[src/rtl/indexed_list_engine_assert.svh]
// assertion macros for the indexed list engine
`ifndef INDEXED_LIST_ENGINE_ASSERT_SVH
`define INDEXED_LIST_ENGINE_ASSERT_SVH
`ifndef SYNTHESIS
`define ILE_ASSERT_IMP(lbl, ante, cons, msg) \
  lbl: assert property (@(posedge clk_i) disable iff (!rst_ni) (ante) |-> (cons)) \
    else $error(msg);
`define ILE_ASSERT_NXT(lbl, ante, cons, msg) \
  lbl: assert property (@(posedge clk_i) disable iff (!rst_ni) (ante) |=> (cons)) \
    else $error(msg);
`else
`define ILE_ASSERT_IMP(lbl, ante, cons, msg)
`define ILE_ASSERT_NXT(lbl, ante, cons, msg)
`endif
`endif

[src/rtl/ile_pkg.sv]
`default_nettype none

package ile_pkg;

  localparam int unsigned POS_W          = 7;
  localparam int unsigned DATA_IN_W      = 32;
  localparam int unsigned COUNT_W        = 7;
  localparam int unsigned CAPACITY_DEF   = 64;
  localparam int unsigned DATA_WIDTH_DEF = 32;

  typedef enum logic [1:0] {
    ACT_INSERT = 2'd0,
    ACT_REMOVE = 2'd1,
    ACT_GET    = 2'd2,
    ACT_SET    = 2'd3
  } action_e;

  // command broadcast to every cell
  typedef struct packed {
    logic             en;
    action_e          action;
    logic [POS_W-1:0] pos;
  } cmd_t;

endpackage

`default_nettype wire

[src/rtl/ile_cell.sv]
`default_nettype none

module ile_cell #(
  parameter int unsigned CAPACITY   = ile_pkg::CAPACITY_DEF,
  parameter int unsigned DATA_WIDTH = ile_pkg::DATA_WIDTH_DEF,
  parameter int unsigned INDEX      = 0
) (
  input  wire                  clk_i,
  input  wire ile_pkg::cmd_t   cmd_i,
  input  wire [DATA_WIDTH-1:0] new_word_i,
  input  wire [DATA_WIDTH-1:0] left_word_i,
  input  wire [DATA_WIDTH-1:0] right_word_i,
  output logic [DATA_WIDTH-1:0] word_o,
  output logic [DATA_WIDTH-1:0] rd_o
);

  localparam int unsigned IDX_W = (CAPACITY > 1) ? $clog2(CAPACITY) : 1;
  localparam int unsigned CMP_W = (IDX_W > ile_pkg::POS_W) ? IDX_W : ile_pkg::POS_W;
  localparam logic [CMP_W-1:0] IDX = CMP_W'(INDEX);

  logic [DATA_WIDTH-1:0] word_q, word_d;
  logic [CMP_W-1:0]      pos_c;
  logic                  hit, after;

  assign pos_c = CMP_W'(cmd_i.pos);
  assign hit   = (pos_c == IDX);
  assign after = (IDX > pos_c);

  always_comb begin
    word_d = word_q;
    if (cmd_i.en) begin
      case (cmd_i.action)
        ile_pkg::ACT_INSERT: begin
          if (hit) begin
            word_d = new_word_i;
          end else if (after) begin
            word_d = left_word_i;
          end
        end
        ile_pkg::ACT_REMOVE: begin
          if (hit || after) begin
            word_d = right_word_i;
          end
        end
        ile_pkg::ACT_SET: begin
          if (hit) begin
            word_d = new_word_i;
          end
        end
        default: begin
          word_d = word_q;
        end
      endcase
    end
  end

  always_ff @(posedge clk_i) begin
    word_q <= word_d;
  end

  assign word_o = word_q;
  assign rd_o   = (cmd_i.en && (cmd_i.action == ile_pkg::ACT_GET) && hit) ? word_q : '0;

endmodule

`default_nettype wire

[config.mk]
export PLATFORM = sky130hd
export DESIGN_NAME = ile_cell
export DESIGN_NICKNAME = d
export VERILOG_FILES = /design/src/rtl/indexed_list_engine_assert.svh /design/src/rtl/ile_pkg.sv /design/src/rtl/ile_cell.sv
export SDC_FILE = /design/constraint.sdc
export NUM_CORES = 1
export LEC_CHECK = 0
export BUFFER_PORTS_ARGS = -buffer_cell sky130_fd_sc_hd__buf_2
export CORE_MARGIN = 2
export CORE_UTILIZATION = 47
export CTS_BUF_LIST = sky130_fd_sc_hd__clkbuf_4
export DETAILED_ROUTE_END_ITERATION = 16
export PLACE_DENSITY = 0.89
export SLEW_MARGIN = 25
export SYNTH_ARGS = -nofsm -noshare
export SYNTH_HDL_FRONTEND = slang
export SYNTH_SLANG_ARGS = --single-unit
[constraint.sdc]
create_clock -name clk_i -period 6.1 [get_ports clk_i]
set_clock_uncertainty 0.1 [all_clocks]
set_input_delay 0 -clock clk_i [delete_from_list [all_inputs] [get_ports clk_i]]
set_output_delay 0 -clock clk_i [all_outputs]
set_load 0.03 [all_outputs]
==> impl_metrics.ini, run 1 <==
[status]
status = completed

[grt]
grt_max_degree = 41
grt_use_total_pct = 32.7
grt_first_pass_wirelength_mm = 15.2
antenna_found_initial = 1
overflow = 0
grt_pass1_vias = 3082

[layout]
drive_above_1_share_pct = 45.1
finalNonFillerCells = 550
nets = 589
nFillCells = 318
syn_to_final_growth_pct = 71.9
largest_register_ffs = 32

[timing]
timing.final.crit_period_ns = 2.81
fin_crit_sh_pct = 46.1
max_freq_mhz = 355
fin_tns_setup_ns = 0
setup_violations = 0
relSlewSlack_pct = 30.8
rsz0062_at_grt = false
drv_slew = 0
finalHoldViolations = 0
tightest_slew_ns = 1.04

[yosys]
syn_inst = 236
yosysSeqAreaShare_pct = 38.3
synth.avg_cell_area_um2 = 10.6
synthArstFlopShare_pct = 0
synth.most_common_cell = inv_1
netlist_area_mm2 = 0.00251
synth.area.top_cells = edfxtp_1, o311ai_2, a22oi_1
ys_warn_count = 0
synth_nets = 347
yosys.area.top_type = edfxtp_1
synthFlopType = edfxtp_1
synth.top_cell.area_share_pct = 38.3
ys_seq_elements = 32
ys_top_cells_by_count = inv_1, a22oi_1, and2_1, edfxtp_1, o211ai_1
ys_types = 20
synth-edff-count = 32

[routing]
via_count = 3164
totalWireLength_mm = 10.0
drt_iter0_drc = 287
drtAntennaViolNets = 0
wire_per_inst_um = 18.3
avgViaCountPerCell = 5.75
dr.pass1.iters = 5
drc = 0

[clock_tree]
cts-htree-levels = 2
clock-sinks = 32
cts_resized = 0
cts_root_buffer = clkbuf_4
cts_buffers = 5
tritoncts = built
cts.reportedPaths.clkPinSlew_ns = 0.10
cts_buffer_depth = 2

[floorplanning]
die_y_um = 77.1
dieArea_mm2 = 0.00594
core_area_mm2 = 0.00514
initial_core_util_pct = 48.8
num_rows = 26
die_x_um = 77.1
num_io_pins = 171

[setup_path]
crit_start = cmd_i[8]
cp.required_ns = 6.19
cp_max_fo = 40
start_kind = input pin
arrival_ns = 2.91
cp-end-kind = flop
critPathKind = in -> reg

[min_path]
hp-class = in -> reg
min-delay-start = cmd_i[9]

[placement]
dp_hpwl_mm = 5.39
gp_congestion = 0.767
io_buffers = 170
dpl.cell_count = 453

[run]
max_cap_violations = 0

[pwr]
p_per_area_mw_per_mm2 = 150
p_leak_nw = 1.91
ir_drop_mv = 0.0949
[area by class of cell]
type / count / area, um^2 / share of cell area, %
Antenna cell: 1 / 2.50 / 0.0580
Clock buffer: 7 / 52.6 / 1.22
Clock inverter: 1 / 3.75 / 0.0870
Inverter: 35 / 131 / 3.05
Multi-Input combinational cell: 141 / 1310 / 30.3
Sequential cell: 32 / 961 / 22.3
Tap cell: 70 / 87.6 / 2.03
Timing Repair Buffer: 263 / 1770 / 41.0
[timing repair]
| action | CTS | global route |
|---|---|---|
| endpoints found under the hold margin | 32 | 0 |
| hold buffers | 88 | 0 |
| buffers inserted | 0 | 0 |
[logic make-up after synthesis]
family | synth area share [%]
compound gates | 39.4
fa+ha+maj | 1.99
buf+inv | 10.5
flops | 38.3
simple gates | 9.82
[layer usage]
layer	track usage, %	vias to the layer above	wire [um]
li1	-	1398	-
met1	35.9	1491	3560
met2	61.7	234	5260
met3	5.29	41	791
met4	14.1	0	431
met5	0	-	0
[final timing paths]
check  cells after the start    endpoint  slack [ns]
max                        8  word_o[23]        3.29
min                        3  word_o[27]        0.21
[cell usage in the layout, fill, tap and decap left out]
cell / Yosys / final
a21oi_4: 0 / 1
a22oi_1: 32 / 32
and2_1: 32 / 32
buf_2: 4 / 170
buf_4: 0 / 5
clkbuf_4: 0 / 7
clkinv_1: 0 / 1
diode_2: 0 / 1
dlygate4sd3_1: 0 / 88
edfxtp_1: 32 / 32
ha_1: 4 / 3
ha_2: 0 / 1
inv_1: 35 / 35
nand2_1: 1 / 1
nor2_4: 0 / 1
nor3_2: 1 / 1
o211ai_1: 32 / 32
o21ai_0: 1 / 1
o311ai_1: 3 / 3
o311ai_2: 29 / 29
or2_4: 1 / 1
or3_1: 2 / 2
or4_1: 1 / 1
[report_power, final]
| part | leakage, nW | switching, mW | internal [mW] | total [mW] |
|---|---|---|---|---|
| clock | 0.0338 | 0.0702 | 0.0532 | 0.123 |
| sequential | 0.288 | 0.00829 | 0.266 | 0.274 |
| combinational | 1.59 | 0.127 | 0.125 | 0.252 |
| total | 1.91 | 0.205 | 0.444 | 0.649 |
[worst max-delay path: stages]
cell	delay, ns
buf_2	0.11
inv_1	0.08
ha_2	0.66
buf_4	0.56
a22oi_1	0.17
dlygate4sd3_1	0.63
o311ai_2	0.09
dlygate4sd3_1	0.59
[stage by stage]
step	hold slack (ns)	util [%]	total power [mW]	instance area (um^2)	setup slack (ns)
after floorplan	0.126	-	0.388	2510	2.88
after global placement	0.232	65.6	0.451	3370	3.29
after detailed placement	0.241	65.7	0.457	3370	3.18
after CTS	0.207	83.9	0.636	4310	3.41
after global routing	0.228	83.9	0.676	4310	3.17
final	0.211	83.9	0.649	4310	3.29
Power figures use the tool's default switching activity.
==> run 2, diff against run 1 <==
CORE_UTILIZATION = 43   (was 47)
PLACE_DENSITY = 0.83   (was 0.89)
clock period = 2.6 ns   (was 6.1 ns; I/O delays follow)
==> run 2 against run 1 <==
  * Final cell count increased by 0.55%
  * Total power increased by 130%
  * Count of clock-buffer cells in the layout fell by 1
  * Setup slack lost 2.9 ns
  * Via count fell by 4.9%
  * Largest power group unchanged
  * Flip-flop and latch count unchanged
  * Sequential share of layout area barely moved
  * Combinational power is 130% higher
  * First-iteration DRC count is 40% lower
  * Hold slack gained 0.0097 ns
  * Clock power up 130%
==> impl_metrics.ini, run 2 (same netlist as run 1, synthesis figures left out) <==
[clock_tree]
cts_buffers = 5
clock-sinks = 32
cts_buffer_depth = 2
post-cts-setup-buffers = 0
tritoncts = built
cts_root_buffer = clkbuf_4
cts-htree-levels = 2
cts.reportedPaths.clkPinSlew_ns = 0.12

[run]
max_cap_violations = 0

[pwr]
seqPwrFrac_pct = 42.7
p_per_area_mw_per_mm2 = 349
p_leak_nw = 1.93
switchingPower_uw = 478
ir_drop_mv = 0.199
clock_power_share_pct = 18.7
power.internal_mw = 1.03
combPwrFrac_pct = 38.6
switching_share_pct = 31.7

[routing]
via_count = 3009
totalWireLength_mm = 9.23
avgViaCountPerCell = 5.44
dr.pass1.iters = 4
wire_per_inst_um = 16.7
drt_iter0_drc = 172
drc = 0
drtAntennaViolNets = 0

[min_path]
hp-class = in -> reg
whs_endpoint = word_o[7]
min-delay-start = cmd_i[9]
holdPathStages = 4

[layout]
drive_above_1_share_pct = 46.2
syn_to_final_growth_pct = 72.2
diodes = 0
final_common_cell = buf_2
largest_register_ffs = 32
layout_common_cells = buf_2, dlygate4sd3_1, inv_1
final_area_mm2 = 0.00432
nets = 592
finalCoreUtilization_pct = 77.6

[floorplanning]
dieArea_mm2 = 0.00646
die_y_um = 80.4
die_x_um = 80.4
initial_core_util_pct = 45.0
core_area_mm2 = 0.00557
num_io_pins = 171
num_rows = 27

[timing]
drv_slew = 0
max_freq_mhz = 444
finalHoldViolations = 0
fin_crit_sh_pct = 86.7
fin_tns_setup_ns = 0
rsz0062_at_grt = false
relSlewSlack_pct = 58.7
setup_violations = 0
timing.final.crit_period_ns = 2.25
tightest_slew_ns = 0.619

[placement]
io_buffers = 170
dp_hpwl_mm = 5.65
gp_congestion = 0.746
place_area_mm2 = 0.00341

[grt]
grt_pass1_vias = 2982
overflow = 0
grt_first_pass_wirelength_mm = 13.8
antenna_found_initial = 0
grt_max_degree = 35
grt_use_total_pct = 28.0

[setup_path]
arrival_ns = 2.24
start_kind = input pin
critPathKind = in -> reg
cp_max_fo = 34
cp.required_ns = 2.59
cp-end-kind = flop

[status]
status = completed
[run 2: cell types whose count changed in the layout (fill, tap and decap cells not counted), sizes merged]
cell / before / now
dlygate4sd3: 88 / 86
buf: 175 / 180
diode: 1 / 0
clkbuf: 7 / 6
[run 2: metrics by stage]
step           power, mW  hold WS, ns  std cells  setup WS (ns)
2_1_floorplan      0.911        0.126        236         0.0309
3_3_place_gp        1.06        0.235        460          0.583
3_5_place_dp        1.08        0.238        460          0.530
4_1_cts             1.49        0.223        553          0.174
5_1_grt             1.57        0.234        553          0.256
6_report            1.51        0.221        553          0.346
[run 2: layout make-up]
cell class | count | area (um^2)
repair buffers | 266 | 1790
multi-input cells | 141 | 1300
fillers | 375 | 1250
flip-flops and latches | 32 | 961
inverters | 35 | 131
well taps | 72 | 90.1
clock buffers | 6 | 45.0
clock inverters | 1 | 5.00
[run 2: how the worst max path moves through the flow]
| stage | end | slack, ns | depth (start not counted) | startpoint |
|---|---|---|---|---|
| after floorplan | word_o[0] | 0.03 | 5 | cmd_i[5] |
| after global placement | word_o[5] | 0.58 | 5 | cmd_i[5] |
| after detailed placement | word_o[9] | 0.53 | 5 | cmd_i[5] |
| after CTS | word_o[17] | 0.17 | 7 | cmd_i[7] |
| after global routing | word_o[17] | 0.26 | 8 | cmd_i[8] |
| final | word_o[17] | 0.35 | 8 | cmd_i[8] |
[run 2: critical path: stages]
cell           delay [ns]
buf_2                0.10
inv_1                0.06
ha_2                 0.21
buf_4                0.28
a22oi_1              0.29
dlygate4sd3_1        0.60
o311ai_2             0.10
dlygate4sd3_1        0.59
[run 2: power by group through the flow]
stage | Clock (mW) | Combinational [mW] | Sequential, mW
2_1_floorplan | 0 | 0.178 | 0.733
3_3_place_gp | 0 | 0.412 | 0.652
3_5_place_dp | 0 | 0.424 | 0.655
4_1_cts | 0.279 | 0.564 | 0.643
5_1_grt | 0.302 | 0.619 | 0.647
6_report | 0.282 | 0.582 | 0.643
[run 2: metal layers]
layer / track usage [%] / share of wire [%]
met5: 0 / 0
met4: 10.7 / 2.3
met3: 5.17 / 7.2
met2: 55.6 / 54
met1: 28.4 / 36
[run 2: timing repair]
| item | in CTS | in global routing |
|---|---|---|
| hold buffers | 86 | 0 |
| setup endpoints to repair | 0 | 4 |
| resized for setup | 0 | 1 |
| endpoints found under the hold margin | 32 | 0 |
==> run 3, diff against run 2 <==
PLACE_DENSITY = 0.85   (was 0.83)
==> run 3 against run 2 <==
  * Critical path depth unchanged
  * Cell area increased by 0.61%
  * Utilization increased by 0.47 points
  * Sequential share of layout area decreased by 0.13 points
  * Wire length increased by 2.2%
  * Die area unchanged
  * Critical path type unchanged
  * First-iteration DRC count increased by 3.5%
  * Total power decreased by 1.9%
  * Largest power group unchanged
  * Hold slack got worse by 0.21 ns
  * Largest cell class unchanged
  * Final cell count increased by 0.18%
==> impl_metrics.ini, run 3 (same netlist as run 1, synthesis figures left out) <==
[status]
status = completed

[layout]
seqCellArea_um2 = 961
diodes = 0
syn_to_final_growth_pct = 73.3
nets = 592
drive_above_1_share_pct = 45.4
finalCoreUtilization_pct = 78.0
largest_register_ffs = 32
layout_common_cells = buf_2, dlygate4sd3_1, inv_1
nFillCells = 358
multi_input_area_mm2 = 0.00131
finalNonFillerCells = 554
final_common_cell = buf_2

[floorplanning]
dieArea_mm2 = 0.00646
die_y_um = 80.4
num_rows = 27
initial_core_util_pct = 45.0
core_area_mm2 = 0.00557
num_io_pins = 171
die_x_um = 80.4

[timing]
relSlewSlack_pct = 59.0
rsz0062_at_grt = false
max_freq_mhz = 405
fin_tns_setup_ns = 0
tightest_slew_ns = 0.615
setup_violations = 0
fin_crit_sh_pct = 95.1
drv_slew = 0
finalHoldViolations = 0
timing.final.crit_period_ns = 2.47

[pwr]
p_per_area_mw_per_mm2 = 340
p_leak_nw = 1.94
ir_drop_mv = 0.184

[routing]
avgViaCountPerCell = 5.62
drtAntennaViolNets = 0
drt_iter0_drc = 178
via_count = 3112
totalWireLength_mm = 9.44
dr.pass1.iters = 4
drc = 0
wire_per_inst_um = 17.0

[clock_tree]
cts_buffer_depth = 2
cts-htree-levels = 2
clock-sinks = 32
cts_buffers = 5
cts.reportedPaths.clkPinSlew_ns = 0.10
post-cts-setup-buffers = 0
tritoncts = built
cts_root_buffer = clkbuf_4

[setup_path]
crit_chain = buf_2 -> inv_1 -> ha_2 -> buf_6 -> a22oi_1 -> dlygate4sd3_1 -> o311ai_2 -> dlygate4sd3_1
setup.worst_path.end = word_o[12]
cp.required_ns = 2.71
max_stage_delay_ns = 0.59
cp_slowest_cell = dlygate4sd3_1
critPathKind = in -> reg
arrival_ns = 2.58
cp_max_fo = 48
crit_start = cmd_i[8]
start_kind = input pin
cp-end-kind = flop
cp_common_cell = dlygate4sd3_1

[grt]
antenna_found_initial = 0
grt_use_total_pct = 29.2
grt_max_degree = 49
overflow = 0
grt_pass1_vias = 3066
grt_first_pass_wirelength_mm = 14.3

[placement]
dp_hpwl_mm = 5.63
dpl.cell_count = 458
io_buffers = 170
gp_congestion = 0.777

[min_path]
hp-class = in -> reg

[run]
max_cap_violations = 0
[run 3: cell types whose count changed in the layout (fill, tap and decap cells not counted), sizes merged]
cell,delta
clkinv,+2
clkbuf,-1
buf,-2
dlygate4sd3,+2
[run 3: worst max-delay path: cells and delay by family]
family,cells,cell delay (ns)
AOI/OAI and AO/OA,2,0.23
buffers and inverters,5,1.83
adders and majority gates,1,0.50
[run 3: where the power goes]
part	switching, mW	internal (mW)	total, mW
Clock	0.170	0.0991	0.270
Combinational	0.287	0.280	0.567
Sequential	0.0186	0.623	0.642
[run 3: routing by layer]
metal  vias to the layer above  track usage [%]  part of all wire [%]
met5                         -                0                     0
met4                         0             16.9                   4.4
met3                        41             5.51                   9.4
met2                       211             55.3                    53
met1                      1453             29.5                    33
li1                       1407                -                     -
[run 3: how the worst min path moves through the flow]
stage,from,endpoint,slack (ns),depth (start not counted)
final,new_word_i[30],word_o[30],0.02,3
after global routing,new_word_i[2],word_o[2],0.008,3
after CTS,new_word_i[13],word_o[13],0.0001,3
after detailed placement,left_word_i[20],word_o[20],0.24,3
after global placement,new_word_i[12],word_o[12],0.24,3
after floorplan,new_word_i[12],word_o[12],0.13,2
[run 3: timing repair]
action	in CTS	in global routing
endpoints found under the hold margin	32	0
resized for setup	0	1
hold buffers	88	0
endpoints found under the setup margin	0	1
[run 3: layout make-up]
cell class,count,area share [%]
Clock buffer,5,0.863
Clock inverter,3,0.316
Inverter,35,3.02
Multi-Input combinational cell,141,30.1
Sequential cell,32,22.1
Tap cell,72,2.07
Timing Repair Buffer,266,41.6
[run 3: per-stage QoR]
| stage | area, um^2 | worst slack (ns) | hold slack, ns | total power, mW |
|---|---|---|---|---|
| 2_1_floorplan | 2510 | 0.0309 | 0.126 | 0.911 |
| 3_3_place_gp | 3410 | 0.545 | 0.235 | 1.06 |
| 3_5_place_dp | 3410 | 0.516 | 0.242 | 1.08 |
| 4_1_cts | 4350 | 0.0306 | 0.000131 | 1.46 |
| 5_1_grt | 4350 | 0.0608 | 0.00793 | 1.55 |
| 6_report | 4350 | 0.129 | 0.0161 | 1.48 |
